**config.mk**
```make
export PLATFORM = sky130hd
export DESIGN_NAME = lsfc_scan_unit
export DESIGN_NICKNAME = d
export VERILOG_FILES = /design/src/rtl/core/lsfc_pkg.sv /design/src/rtl/core/lsfc_scan_unit.sv
export SDC_FILE = /design/constraint.sdc
export NUM_CORES = 1
export LEC_CHECK = 0
export ABC_AREA = 0
export BUFFER_PORTS_ARGS = -buffer_cell sky130_fd_sc_hd__clkbuf_2
export CAP_MARGIN = 0
export CORE_MARGIN = 8
export CORE_UTILIZATION = 45
export CTS_BUF_LIST = sky130_fd_sc_hd__clkbuf_16
export DETAILED_ROUTE_END_ITERATION = 16
export GPL_ROUTABILITY_DRIVEN = 0
export MAX_ROUTING_LAYER = met4
export PLACE_DENSITY = 0.75
export SYNTH_ARGS = -nofsm -noshare
export SYNTH_HDL_FRONTEND = slang
export SYNTH_SLANG_ARGS = --single-unit
```
**constraint.sdc**
```tcl
create_clock -name clk -period 4.5 [get_ports clk]
set_input_delay 0.225 -clock clk [delete_from_list [all_inputs] [get_ports clk]]
set_output_delay 0.225 -clock clk [all_outputs]
set_load 0.01 [all_outputs]
```
**src/rtl/core/lsfc_pkg.sv**
```systemverilog
// Shared types and constants for the signature-keyed format cache.
// No dependencies; imported by every module of the block.
`default_nettype none
package lsfc_pkg;

  localparam int SLOTS_DEFAULT       = 24;
  localparam int MAX_FMT_LEN_DEFAULT = 64;
  localparam int WORDS_PER_SLOT      = 8;
  localparam int WORD_IDX_W          = 3;
  localparam int SIG_W               = 16;
  localparam int LEN_W               = 7;
  localparam int AGE_W               = 32;
  localparam int WORD_W              = 64;

  typedef enum logic [1:0] {
    OP_REMEMBER = 2'd0,
    OP_LOOKUP   = 2'd1,
    OP_CLEAR    = 2'd2,
    OP_NONE     = 2'd3
  } opcode_t;

  typedef struct packed {
    logic               clear_all;
    logic               set_all;
    logic               set_age;
    logic [SIG_W-1:0]   sig;
    logic [LEN_W-1:0]   len;
    logic [AGE_W-1:0]   age;
  } slot_wr_t;

endpackage
`default_nettype wire

```
**src/rtl/core/lsfc_scan_unit.sv**
```systemverilog
// Shared compare unit: one slot per step, tracks first signature match
// and first oldest slot. Depends on lsfc_pkg.
`default_nettype none
module lsfc_scan_unit
  import lsfc_pkg::*;
#(
  parameter int SLOTS  = SLOTS_DEFAULT,
  parameter int SLOT_W = (SLOTS > 1) ? $clog2(SLOTS) : 1
) (
  input  wire logic              clk,
  input  wire logic              rst,
  input  wire logic              step,
  input  wire logic [SLOT_W-1:0] idx,
  input  wire logic [SIG_W-1:0]  key,
  input  wire logic [SIG_W-1:0]  slot_sig,
  input  wire logic [LEN_W-1:0]  slot_len,
  input  wire logic [AGE_W-1:0]  slot_age,
  output logic                   found,
  output logic [SLOT_W-1:0]      found_idx,
  output logic [SLOT_W-1:0]      min_idx
);

  logic [AGE_W-1:0] min_age;
  logic             first;
  logic             match;
  logic             older;

  assign first = (idx == '0);
  assign match = (slot_len != '0) && (slot_sig == key);
  assign older = slot_age < min_age;

  always_ff @(posedge clk) begin
    if (rst) begin
      found <= 1'b0;
    end else if (step) begin
      if (first) begin
        found <= match;
      end else if (match) begin
        found <= 1'b1;
      end
    end
  end

  always_ff @(posedge clk) begin
    if (step) begin
      if (first || (match && !found)) begin
        found_idx <= idx;
      end
      if (first || older) begin
        min_age <= slot_age;
        min_idx <= idx;
      end
    end
  end

endmodule
`default_nettype wire

```
After elaboration in Yosys (flattened, before gate mapping)
Index checks and enable logic that the tools add are counted.
{ "word_totals": {"out_inout_bits": 11, "elab_cells": 19, "inputBits": 79, "register_bits": 43} }
{ "op_classes": {"n_reduce_logical": 11, "eq_ne": 1, "magnitude_cmp": 1, "n_mux": 2} }
{ "op_table": {"columns": ["op", "count"], "rows": [
  ["$lt A32 B32 Y1", 1],
  ["$eq A16 B16 Y1", 1],
  ["$reduce_bool A7 Y1", 1],
  ["$reduce_and A2 Y1", 3],
  ["$logic_not A5 Y1", 1],
  ["$logic_and A1 B1 Y1", 2],
  ["$logic_or A1 B1 Y1", 2],
  ["$mux W1", 2],
  ["$reduce_bool A2 Y1", 1],
  ["$logic_not A1 Y1", 1]
]} }

Logic depth before layout (Yosys ltp)
{ "logic_depth": {"depth_word": 5, "ltp_mapped": 7, "depth_no_buf": 7} }

Worst setup path before layout
Ideal clock, no wire load.
{ "synth_timing": {"path_type": "flip-flop to flip-flop", "startpoint": "register min_age[17]", "endpoint": "register min_age[0], enable pin", "setup_ps": 436, "required_time_ps": 4064, "path_buffers": 0, "path_stages_with_launch": 8, "period_less_slack_ps": 3322, "arrival_ps": 2886, "path_slack_ps": 1178, "cell_sequence": "edfxtp_1 > inv_1 > ha_1 > a21oi_1 > o21ai_0 > a221oi_1 > o21ai_0 > o21ai_1"} }
{ "synth_via": {"elab_chain_cells": 3} }
{ "synth_rtl": {"columns": ["item", "line", "rtl"], "rows": [
  ["start: declaration", "lsfc_scan_unit.sv:23", "logic [AGE_W-1:0] min_age;"],
  ["start signal: assignment", "lsfc_scan_unit.sv:50", "min_age <= slot_age;"],
  ["$lt A32 B32 Y1", "lsfc_scan_unit.sv:30", "assign older = slot_age < min_age;"],
  ["$logic_or A1 B1 Y1", "lsfc_scan_unit.sv:49", "if (first || older) begin"],
  ["$reduce_and A2 Y1 (no source line)", null, null]
]} }
No other way between the ends.
A chain may end at the register's enable or synchronous reset.

Final worst setup path
{ "layout_timing": {"startpoint": "register min_age[17]", "endpoint": "register min_age[19], enable pin"} }
Same word-level chain as after synthesis.

==> reports/qor.yml <==
sta:
  rsz0062_at_grt: "no"
  relSlewSlack_pct: 53.29
  setup_violations: 0
  fmax_ghz: 0.3795
  fin_crit_ns: 2.635
  fin_skew_ns: 0.003131
  fin_crit_sh_pct: 58.55
  worst_pin_slew_ns: 0.6933
  finalHoldViolCount: 0
  drv_slew: 0
  finalSetupTns_ns: 0
clock_network:
  path_clk_slew_ns: 0.06
  clockBufferDepth: 2
  clkLatencyLatePin_ns: 0.28
  h-tree-depth: 2
  ctsResizeCount: 0
  cts_made_buffers: 5
  cts_hold_buf: 0
  ctsRootBufferMaster: "clkbuf_16"
  cts_tree: "yes"
  postCtsSetupBuffers: 0
  cts.sinks: 43
grt:
  grt.overflow.total: 0
  antenna_found_initial: 0
  grt_pass1_wl_um: 8079
  grtUsageTotal_pct: 14.18
  grt_max_degree: 23
  grt_pass1_vias: 1895
synth:
  syn_inst: 186
  synth_top_cell_area_share_pct: 55.08
  postSynthAreaPerCell_um2: 12.31
  synth_nets: 296
  ys_warn_count: 0
  yosysTopAreaCell: "edfxtp_1"
  synth_area_um2: 2290
  synth-seq-cells: 43
  synth.distinct_cells: 24
  ys_top_cells_by_area: "edfxtp_1 (55%), ha_1 (17%), xnor2_1 (6.1%), inv_1 (5.2%), a21oi_1 (3.1%)"
  synth.yosys.seq_area_share_pct: 55.96
floorplan:
  core-area_um2: 5010
  start_util_pct: 45.70
  die_y_um: 87.33
  die_area_um2: 7627
  die_w_um: 87.33
  rows: 26
  io_pins: 90
power_and_ir_drop:
  leakage_nw: 1.414
  totalPowerFinal_mw: 1.036
  irDropWorstVdd_uv: 155.9
  powerDensity_nw_per_um2: 344.2
detailed_routing:
  routedWlPerCell_um: 13.94
  drc_errors: 0
  drt_wl_total_um: 4935
  wl_met2_um: 2321
  via_per_inst: 4.782
  wl_met1_um: 2238
  dr.pass1.iters: 4
  ant_nets: 0
  top_layer: "met4"
  drt_iter0_drc: 60
  route.vias.total: 1693
  wl_met3_um: 320
status:
  status: "completed"
cells_and_area:
  drive_above_1_share_pct: 35.21
  area_growth_pct: 31.48
  design_area_um2: 3010
  diodes: 0
  finalNetCount: 393
setup_path:
  crit_type: "register to register"
  required_ns: 4.46
  endpoint_kind: "register"
  worstSetupStartpointType: "register"
  cp.arrival_ns: 2.59
  crit_fanout: 22
min_path:
  hold_class: "primary input to register"
placement:
  dp_hpwl_um: 4187
  placement.io_buffers: 89
  placed_area_um2: 2841
job:
  maxCapViolations: 0
==> synth_stat cells, drive strengths merged <==
cell	number
a221oi	2
o21ai	7
and4	2
o21a	1
a2111o	1
nand3	4
nand4	8
nor4b	1
nand2	12
xnor2	16
inv	32
nor3	2
ha	31
dfxtp	1
nor4	3
nor2	2
a21oi	14
edfxtp	42
a31oi	1
o211ai	1
nand2b	2
a22oi	1
==> worst max-delay path, cell delays in order, from the launching register on <==
cell,delay (ns)
edfxtp_1,0.36
inv_1,0.06
ha_1,0.23
a21oi_1,0.14
o21ai_0,0.10
a221oi_1,0.33
o21ai_0,0.21
o21ai_4,0.47
buf_4,0.39
==> layout by cell type (no fill, tap or decap) <==
cell type  instances
nor2_1             2
o21ai_0            6
buf_4              1
o21a_1             1
bufinv_16          1
dfxtp_1            1
and4_1             2
nor3_1             2
nand2_1           12
a2111o_1           1
nand3_1            4
clkbuf_16          5
nand2b_4           1
nor4_1             3
nand2b_1           1
edfxtp_1          42
o211ai_1           1
a21oi_1           14
o21ai_4            1
a22oi_1            1
nand4_1            8
nor4b_1            1
clkinv_4           1
clkbuf_2          89
inv_1             32
a31oi_1            1
a221oi_1           2
clkinv_2           1
ha_1              31
xnor2_1           16
==> state kept, by name (all words and copies together) (netlist names) <==
register / cells
min_age: 32
found_idx: 5
min_idx: 5
found: 1
==> logic make-up (layout without fill, tap and decap cells) <==
kind of cell / Yosys count / after routing / synth area share (%)
buf+inv: 32 / 130 / 5.246
fa+ha+maj: 31 / 31 / 16.94
xor+xnor: 16 / 16 / 6.120
flops: 43 / 43 / 55.96
simple gates: 36 / 36 / 8.634
compound gates: 28 / 28 / 7.104
==> per-stage QoR <==
| stage | cells | setup slack (ns) | util [%] | hold WS [ns] |
|---|---|---|---|---|
| CTS | 354 | 1.794 | 60.09 | 0.08989 |
| global placement | 346 | 1.889 | 56.72 | 0.3829 |
| floorplan | 186 | 1.178 | - | 0.2941 |
| finish | 354 | 1.865 | 60.09 | 0.09699 |
| detailed placement | 346 | 1.830 | 56.72 | 0.3888 |
| global route | 354 | 1.656 | 60.09 | 0.1040 |
==> cell type report <==
type	instances	area, µm²
well taps	70	87.58
clock buffers	5	125.1
inverters	32	120.1
clock inverters	3	43.79
fillers	444	1999
repair buffers	90	452.9
multi-input cells	111	899.6
flip-flops and latches	43	1281
==> routing by layer <==
metal / vias up / global-route usage [%]
li1: 867 / -
met1: 750 / 16.34
met2: 72 / 23.00
met3: 4 / 4.245
met4: 0 / 4.688
met5: - / -
==> where the power goes <==
group	switching, mW	internal (mW)
sequential	0.00670	0.474
combinational	0.0783	0.0717
clock	0.144	0.261
==> worst paths after layout <==
check / cells after the start / slack, ns / from / endpoint
max: 8 / 1.87 / min_age[17] / min_age[19]
min: 2 / 0.1 / rst / found
min reg2reg: 2 / 0.48 / found / found
max reg2reg: 8 / 1.87 / min_age[17] / min_age[19]
Note: power is estimated with default switching activity, not from simulation.
