`src/rtl/core/lsfc_pkg.sv`:
```
// Shared types and constants for the signature-keyed format cache.
// No dependencies; imported by every module of the block.
`default_nettype none
package lsfc_pkg;

  localparam int SLOTS_DEFAULT       = 24;
  localparam int MAX_FMT_LEN_DEFAULT = 64;
  localparam int WORDS_PER_SLOT      = 8;
  localparam int WORD_IDX_W          = 3;
  localparam int SIG_W               = 16;
  localparam int LEN_W               = 7;
  localparam int AGE_W               = 32;
  localparam int WORD_W              = 64;

  typedef enum logic [1:0] {
    OP_REMEMBER = 2'd0,
    OP_LOOKUP   = 2'd1,
    OP_CLEAR    = 2'd2,
    OP_NONE     = 2'd3
  } opcode_t;

  typedef struct packed {
    logic               clear_all;
    logic               set_all;
    logic               set_age;
    logic [SIG_W-1:0]   sig;
    logic [LEN_W-1:0]   len;
    logic [AGE_W-1:0]   age;
  } slot_wr_t;

endpackage
`default_nettype wire

```
`src/rtl/core/lsfc_slot_table.sv`:
```
// Slot tag table: signature, length and age per slot, in flip-flops.
// Depends on lsfc_pkg (slot_wr_t, field widths).
`default_nettype none
module lsfc_slot_table
  import lsfc_pkg::*;
#(
  parameter int SLOTS  = SLOTS_DEFAULT,
  parameter int SLOT_W = (SLOTS > 1) ? $clog2(SLOTS) : 1
) (
  input  wire logic              clk,
  input  wire logic              rst,
  input  wire slot_wr_t          wr,
  input  wire logic [SLOT_W-1:0] wr_idx,
  input  wire logic [SLOT_W-1:0] rd_idx,
  output logic [SIG_W-1:0]       rd_sig,
  output logic [LEN_W-1:0]       rd_len,
  output logic [AGE_W-1:0]       rd_age
);

  logic [SIG_W-1:0] sig_arr [SLOTS];
  logic [LEN_W-1:0] len_arr [SLOTS];
  logic [AGE_W-1:0] age_arr [SLOTS];

  always_ff @(posedge clk) begin
    if (rst || wr.clear_all) begin
      for (int i = 0; i < SLOTS; i++) begin
        sig_arr[i] <= '0;
        len_arr[i] <= '0;
        age_arr[i] <= '0;
      end
    end else begin
      if (wr.set_all) begin
        sig_arr[wr_idx] <= wr.sig;
        len_arr[wr_idx] <= wr.len;
      end
      if (wr.set_age) begin
        age_arr[wr_idx] <= wr.age;
      end
    end
  end

  assign rd_sig = sig_arr[rd_idx];
  assign rd_len = len_arr[rd_idx];
  assign rd_age = age_arr[rd_idx];

endmodule
`default_nettype wire

```
`config.mk`:
```
export PLATFORM = sky130hd
export DESIGN_NAME = lsfc_slot_table
export DESIGN_NICKNAME = d
export VERILOG_FILES = /design/src/rtl/core/lsfc_pkg.sv /design/src/rtl/core/lsfc_slot_table.sv
export SDC_FILE = /design/constraint.sdc
export NUM_CORES = 2
export LEC_CHECK = 0
export ABC_AREA = 1
export BUFFER_PORTS_ARGS = -buffer_cell sky130_fd_sc_hd__buf_2
export CAP_MARGIN = 20
export CORE_MARGIN = 8
export CORE_UTILIZATION = 42
export CTS_CLUSTER_SIZE = 25
export DETAILED_ROUTE_END_ITERATION = 10
export PLACE_DENSITY = 0.63
export SYNTH_ARGS = -nofsm -noshare
export SYNTH_HDL_FRONTEND = slang
export SYNTH_SLANG_ARGS = --single-unit
export TNS_END_PERCENT = 50
```
`constraint.sdc`:
```
create_clock -name clk -period 3.2 [get_ports clk]
set_clock_uncertainty 0.1 [all_clocks]
set_input_delay 0.32 -clock clk [delete_from_list [all_inputs] [get_ports clk]]
set_output_delay 0.32 -clock clk [all_outputs]
set_load 0.01 [all_outputs]
```
* Word level (Yosys, flattened, before mapping) *
Memories as Yosys holds them, arrays and structs flattened.
Cells that the tools add are included.
Widths: inputs -> output; s select.

storage, ports and cells
  word-level logic and storage cells = 24
  input port bits = 70
  memories kept = 3
  output and inout port bits = 55
  flip-flop bits (word level) = 0
  bits in writable memories = 1320

memories
  name     words  bits a word  rd ports  clocked after memory_dff  write ports  line                   text
  age_arr  24     32           1         0                         24           lsfc_slot_table.sv:22  logic [AGE_W-1:0] age_arr [SLOTS];
  sig_arr  24     16           1         0                         24           lsfc_slot_table.sv:20  logic [SIG_W-1:0] sig_arr [SLOTS];
  len_arr  24     7            1         0                         24           lsfc_slot_table.sv:21  logic [LEN_W-1:0] len_arr [SLOTS];

operators by class
  multiplexer cells = 17
  reductions and logical operators = 4

operator list
  cell              number
  $mux 32           1
  $reduce_or 32->1  1
  $mux 16           1
  $reduce_or 16->1  1
  $mux 5            3
  $mux 1            11
  $mux 7            1
  $reduce_or 7->1   1
  $logic_or 1x1->1  1

* Longest topological paths before layout *
  depth in word-level cells = 5
  gate-level depth with buffers = 13

* Least setup slack after synthesis *
Ideal clock, no wire load.

  kind = in2reg
  start = input wr_idx[2]
  end = memory age_arr[28][0] (enable)
  arrival time = 2166 ps
  slack = 513 ps
  stages on the path = 4
  cells stage by stage = inv_1 > nor3_1 > nand2_1 > nor2_1

RTL lines
  item             line                   text
  start, declared  lsfc_slot_table.sv:13  input wire logic [SLOT_W-1:0] wr_idx,
  end, declared    lsfc_slot_table.sv:22

* Worst setup path in the final report *
  start = input rd_idx[0]
  end = output rd_age[27]

on the way
  word-level cells in the longest chain between the ends = 1

ends and longest elaborated chain
  item             line                   text
  start, declared  lsfc_slot_table.sv:14  input wire logic [SLOT_W-1:0] rd_idx,
  $mem_v2 24x32    -
  end, declared    lsfc_slot_table.sv:17  output logic [AGE_W-1:0] rd_age

No other way between the ends.

==> out/qor.yml <==
worst_setup_path:
  slowest_stage: "buf_12"
  crit_path_frequent_cell: "nand2_1"
  path_cells: "buf_8, inv_16, buf_12, nand2_1, nand3_1, nand3_1, nand2_1, nand2_1, nand2_1, nand2_1, nand2_1, buf_2"
  cp-start-kind: "primary input"
  path_buf_inv: 4
  critPathKind: "primary input to output port"
  arrival_ns: 2.50
  crit_fanout: 113
  required_ns: 2.78
  endpoint_kind: "output port"
  slowest_delay_ns: 0.39
  cpLargestDelayFamily: "buffers and inverters"
logic_synthesis:
  synthMuxAreaShare_pct: 0
  synth.avg_cell_area_um2: 10.04
  syn_inst: 7721
  synth_top_area_cell: "edfxtp_1"
  yosysWarnings: 0
  synth_compound_area_share_pct: 0
  syn_area_mm2: 0.07751
  synthSimpleGateAreaFrac_pct: 27.70
  ys_types: 15
  ys_ff_latch: 1760
  synth-adder-area-share_pct: 0
  synth_top_family_by_area: "simple AND/OR/NAND/NOR gates"
  synth_fp_nets: 7791
  synth_xor_area_share_pct: 0
  yosys-top-cells-area: "edfxtp_1, nand2_1, nand3_1, nor2_1, buf_2"
  yosys.area.top_type_share_pct: 68.19
  yosysSeqAreaShare_pct: 68.19
clock_tree:
  root_buffer: "clkbuf_16"
  htreeDepth: 4
  cts_resized: 0
  cts_buffers: 182
  clkTransAtPathRegs_ns: 0.06
  cts.sinks: 1760
  cts_tree: "built"
  cts.path.max_buffers: 3
placed_design:
  dp_hpwl_um: 136400
  io_buffers: 124
  placed_cell_area_mm2: 0.08117
  dp.cells: 9950
  gp_congestion: 0.8970
grt:
  met1_usage_pct: 30.92
  antenna_found_initial: 10
  grt_pass1_wl_um: 356600
  grt_pass1_vias: 54520
  busiest_layer: "met2"
  grt-ovfl-total: 0
  use_met3_pct: 3.509
  grt_usage_pct: 23.61
  grt_use_met2_pct: 38.94
  grt_max_degree: 127
hold_path:
  hold_class: "primary input to flip-flop"
  min_from: "wr_idx[0]"
  worstHoldPathCells: 4
  whs_endpoint: "age_arr[30][30]$_DFFE_PP_"
finish:
  layout-drive-gt1-share_pct: 8.788
  final_cell_area_mm2: 0.08755
  layout.nets: 7796
  areaGrowthSynthToFinish_pct: 12.96
  finalNonFillerCells: 10340
sta:
  setup_viol: 0
  period_minus_slack_ns: 2.921
  drv_slew: 0
  rsz0062_at_grt: "false"
  fin_crit_sh_pct: 91.29
  timing_worst_slew_pin_value_ns: 1.102
  hold_violations: 0
  setup-tns-final_ns: 0
  maxSlewHeadroom_pct: 26.43
  max_freq_mhz: 342.3
routing:
  wl_per_cell_um: 23.28
  drtIter0Drc: 7418
  vias: 56960
  ant_nets: 0
  first_pass_iters: 6
  drc_errors: 0
  routed_wl_um: 240800
  viasPerCell: 5.507
die:
  coreArea_mm2: 0.1833
  dieHeight_um: 445.6
  start_util_pct: 42.29
  io_pins: 125
  core.rowCount: 157
  dieArea_mm2: 0.1986
  die_w_um: 445.6
power_and_ir_drop:
  peakVddDrop_mv: 0.5946
  leakagePower_nw: 35.01
  powerDensity_mw_per_mm2: 587.7
run_status:
  status: "finished, final reports clean"
flow_run:
  drv_cap: 0
cell families (layout without fill, tap and decap cells):
family                 count (synthesis)  after routing
and+or+nand+nor                     5275           5275
DFF                                 1760           1760
buffers and inverters                686            839
other                                  0              4
registers in the layout (all words and copies together) (netlist names):
| signal | flops |
|---|---|
| sig_arr | 512 |
| len_arr | 224 |
| age_arr | 1024 |
through the flow:
| stage | hold WS (ns) | total power [mW] | worst slack, ns | util, % |
|---|---|---|---|---|
| floorplan | 0.3189 | 29.26 | 0.5131 | - |
| global placement | 0.5069 | 30.96 | 0.3651 | 44.29 |
| CTS | 0.02724 | 51.62 | 0.2460 | 47.75 |
| global route | 0.07681 | 52.90 | 0.1875 | 47.77 |
| detailed placement | 0.5118 | 31.02 | 0.3674 | 44.29 |
| finish | 0.08943 | 51.46 | 0.2787 | 47.77 |
metal layers:
metal  vias up  part of all wire (%)
li1      25850                     -
met1     27740                    38
met2      2857                    48
met3       502                   8.6
met4         2                   5.1
met5         -                0.0054
tightest hold or removal path: stages:
cell	delay, ns
buf_2	0.15
nor2_1	0.11
nand2_1	0.16
nor2_4	0.11
worst max-delay path by stage:
stage                                       startpoint                       end  slack, ns  cells past startpoint
after floorplan                              wr_idx[2]  age_arr[28][0]$_DFFE_PP_       0.51                      4
after global placement                       rd_idx[1]                 rd_len[0]       0.37                     11
after detailed placement                     rd_idx[1]                 rd_len[0]       0.37                     11
after CTS                 len_arr[22][0]$_SDFFCE_PN0P_                 rd_len[0]       0.25                      9
after global routing                         rd_idx[0]                 rd_len[0]       0.19                     13
final                                        rd_idx[0]                rd_age[27]       0.28                     12
layout by cell type (no fill, tap or decap), drive strengths merged:
| master | netlist | layout |
|---|---|---|
| edfxtp | 1760 | 1760 |
| clkbuf | 199 | 238 |
| nand2 | 2584 | 2584 |
| nand3 | 1324 | 1324 |
| bufinv | 0 | 13 |
| clkinvlp | 0 | 2 |
| diode | 0 | 4 |
| nor2 | 1365 | 1365 |
| inv | 71 | 79 |
| buf | 416 | 381 |
| nor3 | 2 | 2 |
| dlygate4sd3 | 0 | 55 |
| clkinv | 0 | 71 |
layout make-up:
class | instances | area [µm²]
diodes | 4 | 10.01
clock buffers | 238 | 4807
clock inverters | 94 | 987.2
fillers | 16660 | 95720
inverters | 71 | 300.3
multi-input cells | 5275 | 21630
flip-flops and latches | 1760 | 52850
well taps | 2464 | 3083
repair buffers | 436 | 3882
synthesized netlist by cell type, drive strengths merged:
cell / count
nand2: 2584
buf: 416
nand3: 1324
nor3: 2
nor2: 1365
clkbuf: 199
inv: 71
edfxtp: 1760
timing repair:
item | CTS | global route
hold buffers | 55 | 0
buffers inserted | 0 | 0
hold endpoints to repair | 440 | 0
report_power, final:
| part | total, mW | internal [mW] | switching, mW | leakage [nW] |
|---|---|---|---|---|
| registers | 26.5 | 26.2 | 0.237 | 18.3 |
| logic | 4.18 | 1.07 | 3.11 | 13.9 |
| clock network | 20.8 | 11.7 | 9.10 | 2.82 |
Note: power is estimated with default switching activity, not from simulation.
